### src/hdl/bsfc_pkg.sv
// Shared constants and the CRC byte fold for the byte-stuffing framer.
package bsfc_pkg;

   localparam int unsigned JOB_DEPTH = 8;
   localparam int unsigned JOB_IDX_W = 3;
   localparam int unsigned JOB_CNT_W = 4;

   localparam logic [7:0] FLAG_BYTE = 8'h7E;
   localparam logic [7:0] ESC_BYTE  = 8'h7D;
   localparam logic [7:0] ESC_XOR   = 8'h20;

   localparam logic [15:0] POLY_RESET = 16'h1021;
   localparam logic [15:0] INIT_RESET = 16'hFFFF;

   // register index, taken from paddr[2]
   localparam logic CSR_POLY = 1'b0;
   localparam logic CSR_INIT = 1'b1;

   typedef logic [JOB_DEPTH-1:0][7:0] job_bytes_type;

   // MSB-first CRC-16 update with one byte, no reflection
   function automatic logic [15:0] crc_fold(logic [15:0] crc, logic [7:0] b,
                                            logic [15:0] poly);
      logic [15:0] c;
      c = crc ^ {b, 8'h00};
      for (int i = 0; i < 8; i++) begin
         if (c[15]) begin
            c = {c[14:0], 1'b0} ^ poly;
         end else begin
            c = {c[14:0], 1'b0};
         end
      end
      return c;
   endfunction

endpackage

### src/hdl/byte_stuffing_framer_crc16_top.sv
// Byte-stuffing framer with running CRC-16 and a byte serializer.
//
// Each payload item (data byte plus last-byte mark) becomes 1 to 8 link bytes:
// an opening 0x7E flag before the first byte of a frame, the byte itself
// (0x7D/0x7E escaped as 0x7D, byte^0x20), and on the last byte the CRC low and
// high bytes (escaped the same way) and a closing 0x7E with frame_end set.
// run_last marks the final link byte caused by each item. The CRC is MSB-first
// with generator crc_poly (offset 0x0) and start value crc_init (offset 0x4),
// no final XOR; crc_init is loaded at each frame start. Timing: an item is
// registered, then folded into the CRC and expanded into a job of up to eight
// bytes as it enters the job stage; the serializer sends one link byte per
// cycle while rsp_stall is low. An item makes 1 link byte plus 1 per escape,
// +1 for an opening flag, +3..5 for a frame tail. A new item is taken while
// the current job is still draining, so the output runs without gaps as long
// as items arrive. An accepted item passes the input register and then the
// job register before its first link byte appears.
module byte_stuffing_framer_crc16_top (
   input  logic        clock,
   input  logic        reset,
   // payload items
   input  logic        req_valid,
   output logic        req_stall,
   input  logic [7:0]  req_data_byte,
   input  logic        req_last_byte,
   // link bytes
   output logic        rsp_valid,
   input  logic        rsp_stall,
   output logic [7:0]  rsp_out_byte,
   output logic        rsp_run_last,
   output logic        rsp_frame_end,
   // register port
   input  logic        psel,
   input  logic        penable,
   input  logic        pwrite,
   input  logic [2:0]  paddr,
   input  logic [31:0] pwdata,
   output logic [31:0] prdata,
   output logic        pready
);

   // registers
   logic [15:0] crc_poly_ff, crc_poly_in;
   logic [15:0] crc_init_ff, crc_init_in;

   // input stage
   logic        in_valid_ff, in_valid_in;
   logic [7:0]  in_byte_ff, in_byte_in;
   logic        in_last_ff, in_last_in;

   // frame state
   logic [15:0] crc_ff, crc_in;
   logic        frame_open_ff, frame_open_in;

   // job (serializer) stage
   logic                               job_valid_ff, job_valid_in;
   bsfc_pkg::job_bytes_type            job_bytes_ff, job_bytes_in;
   logic [bsfc_pkg::JOB_IDX_W-1:0]     job_idx_ff, job_idx_in;
   logic [bsfc_pkg::JOB_IDX_W-1:0]     job_last_idx_ff, job_last_idx_in;
   logic                               job_end_ff, job_end_in;

   // expansion logic
   bsfc_pkg::job_bytes_type            exp_bytes;
   logic [bsfc_pkg::JOB_CNT_W-1:0]     exp_cnt;
   logic [bsfc_pkg::JOB_CNT_W-1:0]     exp_cnt_m1;
   logic [15:0]                        crc_start;
   logic [15:0]                        crc_next;
   logic [2:0][7:0]                    stuff_src;

   logic req_accept;
   logic job_at_end;
   logic job_done;
   logic job_load;
   logic csr_write;

   // ---------------------------------------------------------------------
   // register port: zero-wait, paddr[2] picks the register
   // ---------------------------------------------------------------------
   assign pready    = 1'b1;
   assign csr_write = psel && penable && pwrite && pready;

   always_comb begin
      crc_poly_in = crc_poly_ff;
      crc_init_in = crc_init_ff;
      if (csr_write) begin
         case (paddr[2])
            bsfc_pkg::CSR_POLY: crc_poly_in = pwdata[15:0];
            bsfc_pkg::CSR_INIT: crc_init_in = pwdata[15:0];
            default: ;
         endcase
      end
   end

   always_comb begin
      case (paddr[2])
         bsfc_pkg::CSR_POLY: prdata = {16'h0000, crc_poly_ff};
         bsfc_pkg::CSR_INIT: prdata = {16'h0000, crc_init_ff};
         default:            prdata = 32'h0000_0000;
      endcase
   end

   // ---------------------------------------------------------------------
   // handshakes
   // ---------------------------------------------------------------------
   assign job_at_end = (job_idx_ff == job_last_idx_ff);
   assign job_done   = job_valid_ff && !rsp_stall && job_at_end;
   // the registered item moves into the job stage once the current job
   // hands over its last byte (or there is none)
   assign job_load   = in_valid_ff && (!job_valid_ff || job_done);
   assign req_stall  = in_valid_ff && !job_load;
   assign req_accept = req_valid && !req_stall;

   always_comb begin
      in_valid_in = in_valid_ff;
      in_byte_in  = in_byte_ff;
      in_last_in  = in_last_ff;
      if (req_accept) begin
         in_valid_in = 1'b1;
         in_byte_in  = req_data_byte;
         in_last_in  = req_last_byte;
      end else if (job_load) begin
         in_valid_in = 1'b0;
      end
   end

   // ---------------------------------------------------------------------
   // CRC fold and expansion into link bytes
   // ---------------------------------------------------------------------
   assign crc_start = frame_open_ff ? crc_ff : crc_init_ff;
   assign crc_next  = bsfc_pkg::crc_fold(crc_start, in_byte_ff, crc_poly_ff);

   always_comb begin
      exp_bytes    = '0;
      exp_cnt      = '0;
      stuff_src[0] = in_byte_ff;
      stuff_src[1] = crc_next[7:0];
      stuff_src[2] = crc_next[15:8];

      if (!frame_open_ff) begin
         exp_bytes[exp_cnt[bsfc_pkg::JOB_IDX_W-1:0]] = bsfc_pkg::FLAG_BYTE;
         exp_cnt = exp_cnt + 1'b1;
      end

      // payload byte, then CRC low and high on the last byte
      for (int k = 0; k < 3; k++) begin
         if (k == 0 || in_last_ff) begin
            if (stuff_src[k] == bsfc_pkg::ESC_BYTE ||
                stuff_src[k] == bsfc_pkg::FLAG_BYTE) begin
               exp_bytes[exp_cnt[bsfc_pkg::JOB_IDX_W-1:0]] = bsfc_pkg::ESC_BYTE;
               exp_cnt = exp_cnt + 1'b1;
               exp_bytes[exp_cnt[bsfc_pkg::JOB_IDX_W-1:0]] =
                  stuff_src[k] ^ bsfc_pkg::ESC_XOR;
               exp_cnt = exp_cnt + 1'b1;
            end else begin
               exp_bytes[exp_cnt[bsfc_pkg::JOB_IDX_W-1:0]] = stuff_src[k];
               exp_cnt = exp_cnt + 1'b1;
            end
         end
      end

      if (in_last_ff) begin
         exp_bytes[exp_cnt[bsfc_pkg::JOB_IDX_W-1:0]] = bsfc_pkg::FLAG_BYTE;
         exp_cnt = exp_cnt + 1'b1;
      end
   end

   assign exp_cnt_m1 = exp_cnt - 1'b1;

   // frame state advances when an item enters the job stage
   always_comb begin
      crc_in        = crc_ff;
      frame_open_in = frame_open_ff;
      if (job_load) begin
         crc_in        = crc_next;
         frame_open_in = !in_last_ff;
      end
   end

   // ---------------------------------------------------------------------
   // serializer: while rsp_stall is low, one link byte per cycle
   // ---------------------------------------------------------------------
   always_comb begin
      job_valid_in    = job_valid_ff;
      job_bytes_in    = job_bytes_ff;
      job_idx_in      = job_idx_ff;
      job_last_idx_in = job_last_idx_ff;
      job_end_in      = job_end_ff;
      if (job_load) begin
         job_valid_in    = 1'b1;
         job_bytes_in    = exp_bytes;
         job_idx_in      = '0;
         job_last_idx_in = exp_cnt_m1[bsfc_pkg::JOB_IDX_W-1:0];
         job_end_in      = in_last_ff;
      end else if (job_done) begin
         job_valid_in = 1'b0;
      end else if (job_valid_ff && !rsp_stall) begin
         job_idx_in = job_idx_ff + 1'b1;
      end
   end

   assign rsp_valid     = job_valid_ff;
   assign rsp_out_byte  = job_bytes_ff[job_idx_ff];
   assign rsp_run_last  = job_at_end;
   assign rsp_frame_end = job_end_ff && job_at_end;

   // ---------------------------------------------------------------------
   // registers
   // ---------------------------------------------------------------------
   always_ff @(posedge clock) begin
      if (reset) begin
         crc_poly_ff   <= bsfc_pkg::POLY_RESET;
         crc_init_ff   <= bsfc_pkg::INIT_RESET;
         in_valid_ff   <= 1'b0;
         frame_open_ff <= 1'b0;
         job_valid_ff  <= 1'b0;
      end else begin
         crc_poly_ff   <= crc_poly_in;
         crc_init_ff   <= crc_init_in;
         in_valid_ff   <= in_valid_in;
         frame_open_ff <= frame_open_in;
         job_valid_ff  <= job_valid_in;
      end
   end

   always_ff @(posedge clock) begin
      in_byte_ff      <= in_byte_in;
      in_last_ff      <= in_last_in;
      crc_ff          <= crc_in;
      job_bytes_ff    <= job_bytes_in;
      job_idx_ff      <= job_idx_in;
      job_last_idx_ff <= job_last_idx_in;
      job_end_ff      <= job_end_in;
   end

`ifndef ASSERT_OFF
   a_idx_in_range: assert property (@(posedge clock) disable iff (reset)
      job_valid_ff |-> (job_idx_ff <= job_last_idx_ff))
      else $error("serializer index past end of job");

   a_end_is_flag: assert property (@(posedge clock) disable iff (reset)
      (rsp_valid && rsp_frame_end) |-> (rsp_out_byte == bsfc_pkg::FLAG_BYTE))
      else $error("frame end on a byte that is not a flag");

   a_load_fills_job: assert property (@(posedge clock) disable iff (reset)
      job_load |=> (job_valid_ff && job_idx_ff == '0))
      else $error("job stage not filled after load");

   a_frame_close: assert property (@(posedge clock) disable iff (reset)
      $fell(frame_open_ff) |-> $past(job_load && in_last_ff))
      else $error("frame closed without a last item");
`endif

endmodule
### config.mk
export PLATFORM = sky130hd
export DESIGN_NAME = byte_stuffing_framer_crc16_top
export DESIGN_NICKNAME = d
export VERILOG_FILES = /design/src/hdl/bsfc_pkg.sv /design/src/hdl/byte_stuffing_framer_crc16_top.sv
export SDC_FILE = /design/constraint.sdc
export NUM_CORES = 1
export LEC_CHECK = 0
export ABC_AREA = 1
export BUFFER_PORTS_ARGS = -buffer_cell sky130_fd_sc_hd__buf_2
export CORE_AREA = 10 10 148 150
export DETAILED_ROUTE_END_ITERATION = 8
export DIE_AREA = 0 0 158 160
export PLACE_DENSITY_LB_ADDON = 0.25
export SLEW_MARGIN = 20
export SYNTH_ARGS = -nofsm -noshare
export SYNTH_HDL_FRONTEND = slang
export SYNTH_SLANG_ARGS = --single-unit
export TNS_END_PERCENT = 50
### constraint.sdc
create_clock -name clock -period 5.65 [get_ports clock]
set_input_delay 0.565 -clock clock [delete_from_list [all_inputs] [get_ports clock]]
set_output_delay 0.565 -clock clock [all_outputs]
set_load 0.005 [all_outputs]
==> impl_metrics.ini, run 1 <==
[outcome]
outcome = finished clean

[yosys]
synth_cell_types = 53
synth-xor-area-share_pct = 6.27
synth_edf_count = 93
synthFlopType = edfxtp_1
synth_compound_area_share_pct = 11.2
synthMuxAreaShare_pct = 0.680
synthArstFlopShare_pct = 0
synth_fa_ha_area_share_pct = 1.09
syn_area_per_cell_sq_um = 6.83
syn_inst = 1510
synth_warnings = 0
seq_area_frac_synth_pct = 34.5
netlist_area_sq_mm = 0.0103
synth-seq-cells = 131
synth_top_family_by_area = simple AND/OR/NAND/NOR gates
synth-simple-area-share_pct = 35.5

[final_layout]
layout_common_cells = nand2_1, nand3_1, inv_1
seqCellArea_sq_mm = 0.00356
area_growth_pct = 16.1
multi_input_area_sq_mm = 0.00596
layout-drive-gt1-share_pct = 18.3
utilization_pct = 62.7
antenna_cells = 0
stdcell_area_sq_mm = 0.0120
fillCellCount = 1792
final_common_cell = nand2_1
nets = 1658

[sta]
finalCritPeriodShare_pct = 95.7
max_slew_margin_pct = 38.3
finalClockSkew_ns = 0.0115
max_slew.worst_pin.slew_ns = 0.925
hold_viol = 0
fin_crit_ns = 5.40
finalSetupViolCount = 0
fmax_mhz = 185
slew_violations = 0

[worst_setup_path]
reg2reg_depth = 44
cp_slowest_stage_delay_ns = 0.40
critical_path.endpoint_type = flip-flop
crit_type = reg2reg
crit_fanout = 12
arrival_ns = 5.58
start_kind = flip-flop
cp_slowest_cell = dfxtp_4
cp.required_ns = 5.83
cp_common_cell = nand2_2

[place]
dp_hpwl_um = 24000
portBuffers = 60
place_congestion = 0.968
placed_cell_area_sq_mm = 0.0110

[drt]
drc_errors = 0
drt_iter0_drc = 1588
postRouteAntennaNets = 0
routed_wl_um = 32600
wl_per_cell_um = 17.6
via_count = 10470
vias_per_cell = 5.66
first_pass_iters = 6

[worst_hold_path]
whs_path_depth = 1
worstHoldPathType = in2reg

[floorplanning]
design.core.area_sq_mm = 0.0191
initial_core_util_pct = 54.0
rows = 51
die_w_um = 158
ioPinCount = 96
die_y_um = 160
die_area_sq_mm = 0.0253

[clock_network]
root_buffer = clkbuf_16
clk_pin_slew_ns = 0.06
cts_made_buffers = 17
clk_latency_ns = 0.44
clockBufferDepth = 2
cts_tree = built
clock_sinks = 131
cts.htree.levels = 4
cts_hold_buf = 0

[grt]
grt_antenna_before_repair = 1
grt-ovfl-total = 0
grt_max_degree = 42
track_usage_pct = 24.9
grt_pass1_vias = 9322
grt_pass1_wl_um = 50100

[power_and_ir_drop]
cellLeakagePower_nw = 5.61
power_density_mw_per_mm2 = 336
ir_drop_v = 0.000288

[flow_run]
cap_violations = 0
-- state kept, by name (all words and copies together), names as in the netlist --
signal,cells
frame_open_ff,1
in_byte_ff,8
job_idx_ff,3
in_valid_ff,1
in_last_ff,1
crc_init_ff,16
crc_poly_ff,16
job_end_ff,1
job_bytes_ff,64
crc_ff,16
rsp_valid,1
job_last_idx_ff,3
-- cell type report --
type | count | area share (%)
Inverter | 156 | 4.95
Tap cell | 238 | 2.49
Multi-Input combinational cell | 1150 | 49.8
Sequential cell | 131 | 29.7
Clock inverter | 13 | 1.05
Timing Repair Buffer | 142 | 8.30
Clock buffer | 19 | 3.70
-- power breakdown --
| group | switching (mW) | total [mW] | internal [mW] |
|---|---|---|---|
| Clock | 0.460 | 1.08 | 0.623 |
| Combinational | 1.16 | 1.76 | 0.596 |
| Sequential | 0.0415 | 1.18 | 1.14 |
| Total | 1.66 | 4.02 | 2.36 |
-- per-stage QoR --
| step | cells | power, mW | TNS, ns | setup WS, ns | hold slack, ns |
|---|---|---|---|---|---|
| floorplan | 1525 | 2.26 | 0 | 0.196 | 0.428 |
| global placement | 1799 | 2.77 | 0 | 0.109 | 0.486 |
| detailed placement | 1799 | 2.79 | 0 | 0.0116 | 0.487 |
| CTS | 1831 | 3.87 | 0 | 0.0516 | 0.296 |
| global route | 1849 | 4.23 | -2.89 | -0.123 | 0.309 |
| finish | 1849 | 4.02 | 0 | 0.245 | 0.303 |
-- what timing repair did --
item / 4_1_cts / 5_1_grt
setup endpoints to repair: 2 / 64
pin swaps: 0 / 16
gates cloned: 0 / 2
setup buffers: 0 / 16
gates resized for setup: 2 / 76
hold endpoints to repair: 0 / 0
-- critical path, delay by kind of cell (launching register included) --
kind | cells | cell delay, ns
AO/OA/AOI/OAI | 1 | 0.16
AND/OR/NAND/NOR | 32 | 3.44
flip-flops | 1 | 0.40
adder cells (fa/ha/maj) | 1 | 0.16
buffers and inverters | 10 | 0.96
-- cells by family after synthesis --
family          after synthesis
mux                           7
simple gates                837
flops                       131
other cells                   2
buf+inv                     245
compound gates              206
fa+ha+maj                     9
xor+xnor                     73
-- final timing paths --
| path | from | to | slack, ns |
|---|---|---|---|
| max | frame_open_ff | job_bytes_ff[59] | 0.25 |
| min | req_last_byte | in_last_ff | 0.30 |
| max reg2reg | frame_open_ff | job_bytes_ff[59] | 0.25 |
| min reg2reg | crc_init_ff[0] | crc_init_ff[0] | 0.52 |
-- layer usage --
metal / routed length (um) / global-route usage, % / vias to the layer above
li1: - / - / 5077
met1: 14200 / 35.9 / 4715
met2: 14200 / 37.0 / 594
met3: 3350 / 4.27 / 84
met4: 932 / 7.96 / 0
met5: 0 / 0 / -
-- Yosys cell counts, drive strengths merged (2+ instances only) --
cell | instances | area share, %
nand2 | 492 | 19
nand3 | 187 | 10
inv | 153 | 5.6
nor2 | 134 | 5.3
o21ai | 121 | 6.0
edfxtp | 93 | 27
buf | 52 | 3.7
xnor2 | 44 | 3.7
a21oi | 40 | 2.1
dfxtp | 38 | 7.4
clkbuf | 37 | 1.3
xor2 | 29 | 2.5
a31oi | 10 | 0.61
nand4 | 10 | 0.61
ha | 9 | 1.1
o22ai | 9 | 0.55
o211ai | 8 | 0.58
mux2i | 7 | 0.68
nor3 | 6 | 0.34
o21bai | 5 | 0.36
o32ai | 5 | 0.42
nand3b | 4 | 0.41
clkinv | 3 | 0.11
a211oi | 2 | 0.15
conb | 2 | 0.073
or2 | 2 | 0.12
Note: power is estimated with default switching activity, not from simulation.
==> run 2, diff against run 1 <==
==> constraint.sdc (replaced) <==
create_clock -name clock -period 5.65 [get_ports clock]
set_input_delay 0.8475 -clock clock [delete_from_list [all_inputs] [get_ports clock]]
set_output_delay 0.8475 -clock clock [all_outputs]
set_load 0.005 [all_outputs]
==> impl_metrics.ini, run 2 (synthesized netlist as in run 1, its figures left out) <==
[clock_network]
cts_tree = built
clockBufferDepth = 2
clock_sinks = 131
cts_made_buffers = 17
cts.htree.levels = 4
clk_latency_ns = 0.43
clk_pin_slew_ns = 0.06
root_buffer = clkbuf_16

[worst_setup_path]
critical_path.endpoint_type = flip-flop
crit_fanout = 10
start_kind = flip-flop
crit_type = reg2reg
cp_common_cell = nand2_2
cp.required_ns = 5.82
cp_slowest_stage_delay_ns = 0.41
cp_slowest_cell = ha_1
arrival_ns = 5.55

[final_layout]
layout-drive-gt1-share_pct = 18.3
area_growth_pct = 15.5
stdcell_area_sq_mm = 0.0119
utilization_pct = 62.4
largest_reg_flops = 64
nets = 1656
seqCellArea_sq_mm = 0.00356
multi_input_area_sq_mm = 0.00596
layout_common_cells = nand2_1, nand3_1, inv_1
fillCellCount = 1726
final_common_cell = nand2_1
antenna_cells = 0
fin_cells = 1847
regMostFlops = job_bytes_ff

[drt]
postRouteAntennaNets = 0
first_pass_iters = 6
via_count = 10383
routed_wl_um = 32300
wl_per_cell_um = 17.5
drc_errors = 0
drt_iter0_drc = 1182
vias_per_cell = 5.62

[place]
place_congestion = 0.981
portBuffers = 60
dp_slack_ns = -0.146
place_inst = 1799
dp_hpwl_um = 23900
placed_cell_area_sq_mm = 0.0110

[grt]
grt-ovfl-total = 0
grt_pass1_vias = 9154
grt_max_degree = 59
grt_antenna_before_repair = 1
grt_pass1_wl_um = 49600
track_usage_pct = 24.9

[floorplanning]
die_area_sq_mm = 0.0253
rows = 51
die_y_um = 160
design.core.area_sq_mm = 0.0191
die_w_um = 158
ioPinCount = 96
initial_core_util_pct = 54.0

[sta]
rsz0062_at_grt = true
fmax_mhz = 186
slew_violations = 0
max_slew.worst_pin.slew_ns = 0.924
finalClockSkew_ns = 0.0103
max_slew_margin_pct = 38.3
finalSetupViolCount = 0
fin_crit_ns = 5.39
finalCritPeriodShare_pct = 95.3
setup_slack_ns = 0.265
hold_viol = 0

[power_and_ir_drop]
cellLeakagePower_nw = 5.58
power_density_mw_per_mm2 = 334
p_total_mw = 3.97
ir_drop_v = 0.000222

[worst_hold_path]
worstHoldPathType = reg2reg

[outcome]
outcome = finished clean

[flow_run]
cap_violations = 0
==> run 2: path summary, 6_finish.rpt <==
kind         cells past startpoint         endpoint            start  slack, ns
min reg2reg                      2  crc_init_ff[11]  crc_init_ff[11]       0.50
min                              2  crc_init_ff[11]  crc_init_ff[11]       0.50
max reg2reg                     41  job_bytes_ff[0]    frame_open_ff       0.26
max                             41  job_bytes_ff[0]    frame_open_ff       0.26
==> run 2: layout make-up <==
class	count	share of cell area [%]
well taps	238	2.50
clock buffers	21	3.88
clock inverters	11	0.630
flip-flops and latches	131	29.9
inverters	156	5.00
repair buffers	139	8.14
multi-input cells	1151	50.0
==> run 2: report_power, final <==
group | internal (mW) | switching (mW)
Sequential | 1.14 | 0.0458
Clock | 0.589 | 0.456
Combinational | 0.600 | 1.15
==> run 2: repair_timing <==
item,in CTS,in global routing
hold buffers,0,0
buffers inserted,0,13
resized for setup,4,69
setup endpoints to repair,2,63
pin swaps,0,21
hold endpoints to repair,0,0
cloned,0,2
==> run 2: per-layer routing <==
| metal | track usage (%) | routed length [um] | up-vias |
|---|---|---|---|
| met3 | 6.53 | 3310 | 70 |
| li1 | - | - | 5073 |
| met4 | 9.90 | 925 | 2 |
| met2 | 35.9 | 13900 | 535 |
| met5 | 0 | 13 | - |
| met1 | 34.6 | 14200 | 4703 |
==> run 2: critical path: cells and delay by family (launching register included) <==
kind            cells  cell delay, ns
buf+inv             7            0.69
flops               1            0.37
fa+ha+maj           1            0.41
simple gates       31            3.30
compound gates      2            0.32
==> run 2: stage by stage <==
stage                     setup TNS (ns)  hold slack [ns]
after floorplan                        0            0.428
after CTS                              0            0.502
after detailed placement          -0.154            0.488
after global placement                 0            0.483
final                                  0            0.501
after global routing              -0.683            0.517
